==> src/rtl/core/ffgp_pkg.sv <==
`timescale 1ns / 1ps
// ----------------------------------------------------------------------------
// ffgp_pkg
// Shared constants, register codes and result type of the rectangle placer.
// ----------------------------------------------------------------------------
package ffgp_pkg;

  localparam int DEF_MAX_COLUMNS = 64;
  localparam int DEF_MAX_ROWS    = 64;

  localparam int SIZE_W     = 7;
  localparam int COORD_W    = 6;
  localparam int CFG_IDX_W  = 1;
  localparam int CFG_DATA_W = 7;

  localparam logic [CFG_IDX_W-1:0] REG_STRIP_WIDTH  = 1'b0;
  localparam logic [CFG_IDX_W-1:0] REG_STRIP_LENGTH = 1'b1;

  localparam logic [SIZE_W-1:0] STRIP_RESET = 7'd64;

  typedef struct packed {
    logic               placed;
    logic [COORD_W-1:0] left_col;
    logic [COORD_W-1:0] top_row;
    logic [COORD_W-1:0] right_col;
    logic [COORD_W-1:0] bottom_row;
  } res_t;

endpackage

==> src/rtl/core/ffgp_req_if.sv <==
`timescale 1ns / 1ps
// ----------------------------------------------------------------------------
// ffgp_req_if
// Request channel: one rectangle request per transfer.
// ----------------------------------------------------------------------------
interface ffgp_req_if;
  logic                        valid;
  logic                        ready;
  logic                        restart;
  logic [ffgp_pkg::SIZE_W-1:0] rect_width;
  logic [ffgp_pkg::SIZE_W-1:0] rect_height;

  modport source (output valid, restart, rect_width, rect_height, input ready);
  modport sink   (input valid, restart, rect_width, rect_height, output ready);
endinterface

==> src/rtl/core/ffgp_res_if.sv <==
`timescale 1ns / 1ps
// ----------------------------------------------------------------------------
// ffgp_res_if
// Result channel: placement outcome and corners per transfer.
// ----------------------------------------------------------------------------
interface ffgp_res_if;
  logic                         valid;
  logic                         ready;
  logic                         placed;
  logic [ffgp_pkg::COORD_W-1:0] left_col;
  logic [ffgp_pkg::COORD_W-1:0] top_row;
  logic [ffgp_pkg::COORD_W-1:0] right_col;
  logic [ffgp_pkg::COORD_W-1:0] bottom_row;

  modport source (output valid, placed, left_col, top_row, right_col, bottom_row,
                  input ready);
  modport sink   (input valid, placed, left_col, top_row, right_col, bottom_row,
                  output ready);
endinterface

==> src/rtl/core/ffgp_ram.sv <==
`timescale 1ns / 1ps
// ----------------------------------------------------------------------------
// ffgp_ram
// Generic simple dual-port RAM, one write and one registered read port.
// ----------------------------------------------------------------------------
module ffgp_ram #(
  parameter int WIDTH = 64,
  parameter int DEPTH = 64,
  localparam int AW = (DEPTH > 1) ? $clog2(DEPTH) : 1
) (
  input  logic             clk,
  input  logic             we,
  input  logic [AW-1:0]    wr_addr,
  input  logic [WIDTH-1:0] wr_data,
  input  logic             rd_en,
  input  logic [AW-1:0]    rd_addr,
  output logic [WIDTH-1:0] rd_data
);

  logic [WIDTH-1:0] mem [DEPTH];

  always_ff @(posedge clk) begin
    if (we) begin
      mem[wr_addr] <= wr_data;
    end
    if (rd_en) begin
      rd_data <= mem[rd_addr];
    end
  end

endmodule

==> src/rtl/core/ffgp_ctrl.sv <==
`timescale 1ns / 1ps
// ----------------------------------------------------------------------------
// ffgp_ctrl
// Placement engine: clears, scans and marks the occupancy rows in memory.
// ----------------------------------------------------------------------------
module ffgp_ctrl #(
  parameter int MAX_COLUMNS = ffgp_pkg::DEF_MAX_COLUMNS,
  parameter int MAX_ROWS    = ffgp_pkg::DEF_MAX_ROWS,
  localparam int CW = ($clog2(MAX_COLUMNS + 1) > ffgp_pkg::SIZE_W) ?
                      $clog2(MAX_COLUMNS + 1) : ffgp_pkg::SIZE_W,
  localparam int RW = ($clog2(MAX_ROWS + 1) > ffgp_pkg::SIZE_W) ?
                      $clog2(MAX_ROWS + 1) : ffgp_pkg::SIZE_W,
  localparam int AW = (MAX_ROWS > 1) ? $clog2(MAX_ROWS) : 1
) (
  input  logic                        clk,
  input  logic                        rst,
  input  logic                        req_valid,
  output logic                        req_ready,
  input  logic                        restart,
  input  logic [ffgp_pkg::SIZE_W-1:0] rect_width,
  input  logic [ffgp_pkg::SIZE_W-1:0] rect_height,
  input  logic [CW-1:0]               sw,
  input  logic [RW-1:0]               sl,
  output logic                        done_valid,
  input  logic                        done_ready,
  output ffgp_pkg::res_t              done_res,
  output logic                        rd_en,
  output logic [AW-1:0]               rd_addr,
  input  logic [MAX_COLUMNS-1:0]      rd_data,
  output logic                        we,
  output logic [AW-1:0]               wr_addr,
  output logic [MAX_COLUMNS-1:0]      wr_data
);

  typedef enum logic [2:0] {
    CLEAR, IDLE, CHECK, ROWACC, COLSCAN, MARK_RD, MARK_WR, DONE
  } state_t;

  localparam logic [MAX_COLUMNS-1:0] ONES = {MAX_COLUMNS{1'b1}};

  state_t                 state;
  logic                   held;
  logic [CW-1:0]          w;
  logic [RW-1:0]          h;
  logic [RW-1:0]          row;
  logic [RW-1:0]          idx;
  logic                   pend;
  logic [MAX_COLUMNS-1:0] acc;
  logic [MAX_COLUMNS-1:0] scan;
  logic [MAX_COLUMNS-1:0] wmask;
  logic [MAX_COLUMNS-1:0] mask;
  logic [CW-1:0]          col;
  logic [CW-1:0]          run;
  logic [CW-1:0]          left;
  ffgp_pkg::res_t         result;

  logic [RW-1:0] row_idx;
  logic [CW-1:0] run_next;
  logic [CW-1:0] left_next;
  logic [CW-1:0] right_c;
  logic [RW-1:0] bottom_r;

  assign row_idx   = row + idx;
  assign run_next  = scan[0] ? '0 : run + CW'(1);
  assign left_next = col + CW'(1) - w;
  assign right_c   = left + w - CW'(1);
  assign bottom_r  = row + h - RW'(1);

  assign req_ready  = (state == IDLE);
  assign done_valid = (state == DONE);
  assign done_res   = result;

  always_comb begin
    rd_en   = 1'b0;
    rd_addr = row_idx[AW-1:0];
    we      = 1'b0;
    wr_addr = row_idx[AW-1:0];
    wr_data = rd_data | mask;
    case (state)
      CLEAR: begin
        we      = 1'b1;
        wr_addr = idx[AW-1:0];
        wr_data = '0;
      end
      ROWACC:  rd_en = (idx < h);
      MARK_RD: rd_en = 1'b1;
      MARK_WR: we    = 1'b1;
      default: ;
    endcase
  end

  always_ff @(posedge clk) begin
    if (rst) begin
      state <= CLEAR;
      idx   <= '0;
      held  <= 1'b0;
    end else begin
      unique case (state)
        CLEAR: begin
          if (idx == RW'(MAX_ROWS - 1)) begin
            idx   <= '0;
            state <= held ? CHECK : IDLE;
          end else begin
            idx <= idx + RW'(1);
          end
        end
        IDLE: begin
          if (req_valid) begin
            w     <= CW'(rect_width);
            h     <= RW'(rect_height);
            held  <= 1'b1;
            idx   <= '0;
            state <= restart ? CLEAR : CHECK;
          end
        end
        CHECK: begin
          wmask <= ONES >> (CW'(MAX_COLUMNS) - w);
          if (w == '0 || h == '0 || w > sw || h > sl) begin
            result <= '0;
            state  <= DONE;
          end else begin
            row   <= '0;
            idx   <= '0;
            pend  <= 1'b0;
            acc   <= '0;
            state <= ROWACC;
          end
        end
        ROWACC: begin
          if (idx < h) begin
            idx <= idx + RW'(1);
          end
          pend <= (idx < h);
          if (pend) begin
            if (idx == h) begin
              scan  <= acc | rd_data;
              col   <= '0;
              run   <= '0;
              state <= COLSCAN;
            end else begin
              acc <= acc | rd_data;
            end
          end
        end
        COLSCAN: begin
          if (run_next == w) begin
            left  <= left_next;
            mask  <= wmask << left_next;
            idx   <= '0;
            state <= MARK_RD;
          end else if (col + CW'(1) == sw) begin
            if (row + h >= sl) begin
              result <= '0;
              state  <= DONE;
            end else begin
              row   <= row + RW'(1);
              idx   <= '0;
              pend  <= 1'b0;
              acc   <= '0;
              state <= ROWACC;
            end
          end else begin
            col  <= col + CW'(1);
            run  <= run_next;
            scan <= scan >> 1;
          end
        end
        MARK_RD: state <= MARK_WR;
        MARK_WR: begin
          if (idx + RW'(1) == h) begin
            result.placed     <= 1'b1;
            result.left_col   <= left[ffgp_pkg::COORD_W-1:0];
            result.top_row    <= row[ffgp_pkg::COORD_W-1:0];
            result.right_col  <= right_c[ffgp_pkg::COORD_W-1:0];
            result.bottom_row <= bottom_r[ffgp_pkg::COORD_W-1:0];
            state             <= DONE;
          end else begin
            idx   <= idx + RW'(1);
            state <= MARK_RD;
          end
        end
        DONE: begin
          if (done_ready) begin
            held  <= 1'b0;
            state <= IDLE;
          end
        end
        default: state <= IDLE;
      endcase
    end
  end

`ifndef ASSERT_OFF
  a_no_rw_collide: assert property (@(posedge clk) disable iff (rst)
    !(rd_en && we && rd_addr == wr_addr))
    else $error("read and write hit the same row in one cycle");

  a_accept_leaves_idle: assert property (@(posedge clk) disable iff (rst)
    (req_valid && req_ready) |=> (state != IDLE))
    else $error("accepted request did not start work");

  a_rowacc_bounds: assert property (@(posedge clk) disable iff (rst)
    (state == ROWACC) |-> (idx <= h))
    else $error("row accumulation read past the footprint");

  a_rowacc_nonzero: assert property (@(posedge clk) disable iff (rst)
    (state == ROWACC) |-> (w != '0 && h != '0))
    else $error("zero-sized rectangle entered the scan");
`endif

endmodule

==> src/rtl/core/first_fit_grid_rectangle_placer.sv <==
`timescale 1ns / 1ps
// ----------------------------------------------------------------------------
// first_fit_grid_rectangle_placer
// First-fit placement of rectangles on an occupancy grid held in RAM.
// ----------------------------------------------------------------------------
// Usage:
//   req: one rectangle (restart, rect_width, rect_height) per transfer.
//   res: one result (placed and corners) per request, in order.
//   cfg: cfg_we/cfg_idx/cfg_data write strip_width (0) or strip_length (1);
//        write only while no request is in flight.
// Steps per request: setup, then for each candidate top row a pass of row
//   reads (one RAM read port, one row a cycle) and a column scan of up to
//   strip_width columns, then read-modify-write marking of the footprint
//   rows, and the move into the result register. A restart adds a clearing
//   pass first.
// Reset: a clearing pass zeroes the grid; req.ready stays low until it
//   ends. Registers reset to 64.
// Stall: the result register holds a finished result while res.ready is low;
//   the next request is accepted and worked on meanwhile, and the engine
//   waits only when its own result finds the register still full.
// ----------------------------------------------------------------------------
module first_fit_grid_rectangle_placer #(
  parameter int MAX_COLUMNS = ffgp_pkg::DEF_MAX_COLUMNS,
  parameter int MAX_ROWS    = ffgp_pkg::DEF_MAX_ROWS
) (
  input  logic                            clk,
  input  logic                            rst,
  ffgp_req_if.sink                        req,
  ffgp_res_if.source                      res,
  input  logic                            cfg_we,
  input  logic [ffgp_pkg::CFG_IDX_W-1:0]  cfg_idx,
  input  logic [ffgp_pkg::CFG_DATA_W-1:0] cfg_data
);

  localparam int CW = ($clog2(MAX_COLUMNS + 1) > ffgp_pkg::SIZE_W) ?
                      $clog2(MAX_COLUMNS + 1) : ffgp_pkg::SIZE_W;
  localparam int RW = ($clog2(MAX_ROWS + 1) > ffgp_pkg::SIZE_W) ?
                      $clog2(MAX_ROWS + 1) : ffgp_pkg::SIZE_W;
  localparam int AW = (MAX_ROWS > 1) ? $clog2(MAX_ROWS) : 1;

  logic [ffgp_pkg::SIZE_W-1:0] strip_width;
  logic [ffgp_pkg::SIZE_W-1:0] strip_length;
  logic [CW-1:0]               sw;
  logic [RW-1:0]               sl;

  logic                        done_valid;
  logic                        done_ready;
  ffgp_pkg::res_t              done_res;
  logic                        out_valid;
  ffgp_pkg::res_t              out_res;

  logic                        rd_en;
  logic [AW-1:0]               rd_addr;
  logic [MAX_COLUMNS-1:0]      rd_data;
  logic                        we;
  logic [AW-1:0]               wr_addr;
  logic [MAX_COLUMNS-1:0]      wr_data;

  always_ff @(posedge clk) begin
    if (rst) begin
      strip_width  <= ffgp_pkg::STRIP_RESET;
      strip_length <= ffgp_pkg::STRIP_RESET;
    end else if (cfg_we) begin
      unique case (cfg_idx)
        ffgp_pkg::REG_STRIP_WIDTH:  strip_width  <= cfg_data;
        ffgp_pkg::REG_STRIP_LENGTH: strip_length <= cfg_data;
        default: ;
      endcase
    end
  end

  assign sw = (CW'(strip_width) > CW'(MAX_COLUMNS)) ? CW'(MAX_COLUMNS) : CW'(strip_width);
  assign sl = (RW'(strip_length) > RW'(MAX_ROWS)) ? RW'(MAX_ROWS) : RW'(strip_length);

  assign done_ready = !out_valid || res.ready;

  always_ff @(posedge clk) begin
    if (rst) begin
      out_valid <= 1'b0;
    end else if (done_valid && done_ready) begin
      out_valid <= 1'b1;
      out_res   <= done_res;
    end else if (res.ready) begin
      out_valid <= 1'b0;
    end
  end

  assign res.valid      = out_valid;
  assign res.placed     = out_res.placed;
  assign res.left_col   = out_res.left_col;
  assign res.top_row    = out_res.top_row;
  assign res.right_col  = out_res.right_col;
  assign res.bottom_row = out_res.bottom_row;

  ffgp_ctrl #(
    .MAX_COLUMNS (MAX_COLUMNS),
    .MAX_ROWS    (MAX_ROWS)
  ) u_ctrl (
    .clk         (clk),
    .rst         (rst),
    .req_valid   (req.valid),
    .req_ready   (req.ready),
    .restart     (req.restart),
    .rect_width  (req.rect_width),
    .rect_height (req.rect_height),
    .sw          (sw),
    .sl          (sl),
    .done_valid  (done_valid),
    .done_ready  (done_ready),
    .done_res    (done_res),
    .rd_en       (rd_en),
    .rd_addr     (rd_addr),
    .rd_data     (rd_data),
    .we          (we),
    .wr_addr     (wr_addr),
    .wr_data     (wr_data)
  );

  ffgp_ram #(
    .WIDTH (MAX_COLUMNS),
    .DEPTH (MAX_ROWS)
  ) u_grid (
    .clk     (clk),
    .we      (we),
    .wr_addr (wr_addr),
    .wr_data (wr_data),
    .rd_en   (rd_en),
    .rd_addr (rd_addr),
    .rd_data (rd_data)
  );

endmodule

==> src/flat_wrapper.sv <==
// flat-port wrapper written by rule: the top's interface ports become plain ports
module first_fit_grid_rectangle_placer_flat 
#(
  parameter int MAX_COLUMNS = ffgp_pkg::DEF_MAX_COLUMNS,
  parameter int MAX_ROWS    = ffgp_pkg::DEF_MAX_ROWS
)
  (clk, rst, cfg_we, cfg_idx, cfg_data, req_valid, req_restart, req_rect_width, req_rect_height, req_ready, res_valid, res_placed, res_left_col, res_top_row, res_right_col, res_bottom_row, res_ready);
  ffgp_req_if req_i ();
  ffgp_res_if res_i ();
  input  logic clk;
  input  logic rst;
  input  logic cfg_we;
  input  logic [ffgp_pkg::CFG_IDX_W-1:0] cfg_idx;
  input  logic [ffgp_pkg::CFG_DATA_W-1:0] cfg_data;
  input wire logic [$bits(req_i.valid)-1:0] req_valid;
  input wire logic [$bits(req_i.restart)-1:0] req_restart;
  input wire logic [$bits(req_i.rect_width)-1:0] req_rect_width;
  input wire logic [$bits(req_i.rect_height)-1:0] req_rect_height;
  output wire logic [$bits(req_i.ready)-1:0] req_ready;
  output wire logic [$bits(res_i.valid)-1:0] res_valid;
  output wire logic [$bits(res_i.placed)-1:0] res_placed;
  output wire logic [$bits(res_i.left_col)-1:0] res_left_col;
  output wire logic [$bits(res_i.top_row)-1:0] res_top_row;
  output wire logic [$bits(res_i.right_col)-1:0] res_right_col;
  output wire logic [$bits(res_i.bottom_row)-1:0] res_bottom_row;
  input wire logic [$bits(res_i.ready)-1:0] res_ready;
  assign req_i.valid = req_valid;
  assign req_i.restart = req_restart;
  assign req_i.rect_width = req_rect_width;
  assign req_i.rect_height = req_rect_height;
  assign req_ready = req_i.ready;
  assign res_valid = res_i.valid;
  assign res_placed = res_i.placed;
  assign res_left_col = res_i.left_col;
  assign res_top_row = res_i.top_row;
  assign res_right_col = res_i.right_col;
  assign res_bottom_row = res_i.bottom_row;
  assign res_i.ready = res_ready;
  first_fit_grid_rectangle_placer #(.MAX_COLUMNS(MAX_COLUMNS), .MAX_ROWS(MAX_ROWS)) u_core (.clk(clk), .rst(rst), .req(req_i), .res(res_i), .cfg_we(cfg_we), .cfg_idx(cfg_idx), .cfg_data(cfg_data));
endmodule
==> config.mk <==
export PLATFORM = sky130hd
export DESIGN_NAME = first_fit_grid_rectangle_placer_flat
export DESIGN_NICKNAME = d
export VERILOG_FILES = /design/src/rtl/core/ffgp_pkg.sv /design/src/rtl/core/ffgp_req_if.sv /design/src/rtl/core/ffgp_res_if.sv /design/src/rtl/core/ffgp_ram.sv /design/src/rtl/core/ffgp_ctrl.sv /design/src/rtl/core/first_fit_grid_rectangle_placer.sv /design/src/flat_wrapper.sv
export SDC_FILE = /design/constraint.sdc
export NUM_CORES = 2
export LEC_CHECK = 0
export BUFFER_PORTS_ARGS = -buffer_cell sky130_fd_sc_hd__buf_2
export CAP_MARGIN = 10
export CORE_AREA = 2 2 479 838
export DETAILED_ROUTE_END_ITERATION = 16
export DIE_AREA = 0 0 481 840
export PLACE_DENSITY = 0.66
export SETUP_SLACK_MARGIN = 0.02
export SYNTH_ARGS = -nofsm -noshare
export SYNTH_HDL_FRONTEND = slang
export SYNTH_SLANG_ARGS = --single-unit
==> constraint.sdc <==
create_clock -name clk -period 15.1 [get_ports clk]
set_input_delay 1.51 -clock clk [delete_from_list [all_inputs] [get_ports clk]]
set_output_delay 1.51 -clock clk [all_outputs]
set_load 0.03 [all_outputs]
==> impl_metrics.ini <==
[grt]
antenna_found_initial = 15
grt_pass1_wl_um = 697000
grt.overflow.total = 0
grt_pass1_vias = 88400
track_usage_pct = 24.7
grt_max_degree = 143

[floorplanning]
rows = 307
die_area_um2 = 404000
die_w_um = 481
core_um2 = 398000
fp.dieH_um = 840
initial_core_util_pct = 44.8
ios = 55

[run]
cap_violations = 0

[placed_design]
detailed_place_hpwl_um = 257000
place.gp.congestion = 0.882
dp_cells = 13100
port_buffers = 54

[logic_synthesis]
synth_area_per_cell_um2 = 22.2
synthArstFlopShare_pct = 0
synth_top_flop_cell = edfxtp_1
synth_top_area_share_pct = 76.0
synthTopCellsByCount = 4508 x edfxtp_1, 1338 x mux4_2, 549 x nor2_1, 271 x clkbuf_1, 219 x a21oi_1
synth_area_um2 = 178000
synthTopCellsByArea = edfxtp_1 76%, mux4_2 17%, nor2_1 1.2%
synth-edff-count = 4508
syn_inst = 8041
yosysWarningCount = 0
seq_area_frac_synth_pct = 76.3
mappedNetlistNets = 8136
synth_cell_type_count = 70
synth-seq-cells = 4534
synth_area_leader_cell = edfxtp_1
synth_most_common_cell = edfxtp_1

[cts]
ctsHoldBuffers = 0
root_buffer = clkbuf_16
cts_resized = 0
cts_setup_buffers = 0
path_clk_slew_ns = 0.07
clock-sinks = 4534
cts_buffers = 375
clock_path_buffers = 4
clk_latency_ns = 0.95
htree_levels = 5
cts_tree = built

[sta]
tightest_slew_ns = 1.27
setup_tns_ns = 0
final.period_utilization_pct = 47.6
drv_slew = 0
finalSetupViolations = 0
relSlewSlack_pct = 15.0
rsz0062_at_grt = false
fmax_mhz = 139
post-route-min-period_ns = 7.19
hold_violations = 0
finalClockSkew_ns = 0.0769

[setup_path]
reg2regPathDepth = 11
r2r-end = u_core.u_grid.rd_data[34]$_DFFE_PP_
worst_setup_path_start_kind = register
crit_type = register to register
cp.arrival_ns = 7.84
rrSetupSlack_ns = 7.91
r2r_start = u_core.u_ctrl.row[0]$_SDFFCE_PN0P_
path_cells = ha_4, fa_4, buf_12, buf_4, buf_12, buf_4, mux4_2, mux4_2, nor2b_1, a211oi_1, a21oi_1
cp.required_ns = 15.75
slowest_stage = fa_4
crit_path_end_kind = register
slowest_delay_ns = 1.25
crit_fanout = 126

[outcome]
status = completed

[worst_hold_path]
hold_class = register to register
hp-start = u_core.u_ctrl.done_res[1]$_SDFFCE_PN0P_
min_to = u_core.res.bottom_row[1]$_DFFE_PP_
whs_path_depth = 0

[power]
vdd_drop_max_mv = 0.143
p_sw_w = 0.00987
power_frac_seq_pct = 44.9
pwr-share-comb_pct = 26.3
clkPwrFrac_pct = 28.8
power_density_nw_per_um2 = 175
p_int_w = 0.0251
p_sw_share_pct = 28.2
leakage_nw = 62.8

[detailed_routing]
ant_nets = 0
wire_per_inst_um = 36.5
drt_pre_antenna_iters = 9
vias = 88200
drc = 0
vias_per_cell = 6.37
dr.first_iter.drc_count = 12600
wl_um = 505000

[layout]
final_cells = 13800
fillers = 30900
layout-drive-gt1-share_pct = 28.0
nets = 8381
area_growth_pct = 12.1
-- flip-flops by register name, summed over array words and instances, names as in the netlist, 7 cells and up --
| register | flops |
|---|---|
| u_core.strip_length | 7 |
| u_core.strip_width | 7 |
| u_core.u_ctrl.acc | 64 |
| u_core.u_ctrl.col | 7 |
| u_core.u_ctrl.done_res | 25 |
| u_core.u_ctrl.h | 7 |
| u_core.u_ctrl.idx | 7 |
| u_core.u_ctrl.mask | 64 |
| u_core.u_ctrl.row | 7 |
| u_core.u_ctrl.run | 7 |
| u_core.u_ctrl.scan | 64 |
| u_core.u_ctrl.w | 7 |
| u_core.u_ctrl.wmask | 64 |
| u_core.u_grid.mem | 4096 |
| u_core.u_grid.rd_data | 64 |
-- routing by layer --
metal / routed length [µm] / part of all wire [%] / GRT usage [%]
met5: 69 / 0.014 / 0
met4: 29200 / 5.8 / 12.4
met3: 41200 / 8.2 / 3.61
met2: 264000 / 52 / 43.2
met1: 171000 / 34 / 29.9
-- power groups by stage --
stage	registers, W	clock network, W	logic (W)
global placement	0.0160	0	0.00882
CTS	0.0158	0.0102	0.00901
detailed placement	0.0160	0	0.00899
floorplan	0.0160	0	0.00626
global route	0.0157	0.0106	0.00965
finish	0.0157	0.0101	0.00919
-- worst max-delay path, delay by kind of cell, from the launching register on --
kind            cells  cell delay [ns]
compound gates      2             0.38
buf+inv             4             2.81
mux                 2             0.91
simple gates        1             0.15
flops               1             0.50
fa+ha+maj           2             1.47
-- kinds of logic (layout without fill, tap and decap cells) --
group           count (synthesis)  in the layout  synth area share (%)
buf+inv                       503           1053                  1.16
flops                        4534           4534                  76.3
simple gates                  905            905                  2.26
fa+ha+maj                      67             67                 0.488
xor+xnor                       58             58                 0.293
mux                          1506           1506                  17.9
compound gates                468            468                  1.62
other cells                     0              3                     0
-- cell type report --
class	instances	area, µm²	area share [%]
antenna	3	7.51	0.00376
clock buffer	432	9680	4.85
clock inverter	250	2750	1.37
inverter	66	248	0.124
multi-input combinational	3004	41300	20.7
sequential	4534	136000	68.0
tap	5253	6570	3.29
timing repair buffer	305	3270	1.64
-- worst max-delay path by stage --
stage	startpoint	endpoint	slack, ns	cells past startpoint
floorplan	rst	u_core.u_ctrl.wmask[0]$_DFFE_PP_	8.39	4
CTS	u_core.u_ctrl.row[0]$_SDFFCE_PN0P_	u_core.u_grid.rd_data[12]$_DFFE_PP_	7.93	10
global route	u_core.u_ctrl.row[0]$_SDFFCE_PN0P_	u_core.u_grid.rd_data[12]$_DFFE_PP_	7.82	10
finish	u_core.u_ctrl.row[0]$_SDFFCE_PN0P_	u_core.u_grid.rd_data[34]$_DFFE_PP_	7.91	11
detailed placement	u_core.u_ctrl.row[0]$_SDFFCE_PN0P_	u_core.u_grid.rd_data[12]$_DFFE_PP_	8.01	10
global placement	u_core.u_ctrl.row[0]$_SDFFCE_PN0P_	u_core.u_grid.rd_data[37]$_DFFE_PP_	8.01	11
-- cells in the final DEF, fill, tap and decap left out, types with 61 or more instances in the layout --
cell and count:
clkinv_2 78, a211oi_1 114, mux4_2 1338, ha_1 61, nor2_4 128, edfxtp_1 4508, clkinv_1 64, inv_1 63
clkbuf_16 377, buf_4 167, a21oi_1 218, buf_12 75, mux2i_1 137, nand2_1 83, nor2_1 421, nor2b_1 91
-- metrics by stage --
step	worst slack, ns	power [W]	hold WS, ns	utilization [%]	instance area, µm²
finish	7.91	0.0350	0.420	50.2	200000
global route	7.82	0.0360	0.426	50.2	200000
CTS	7.93	0.0349	0.421	49.9	199000
detailed placement	8.01	0.0250	0.406	46.8	186000
global placement	8.01	0.0248	0.402	46.8	186000
floorplan	8.39	0.0223	0.400	-	178000
Note: power is estimated with default switching activity, not from simulation.
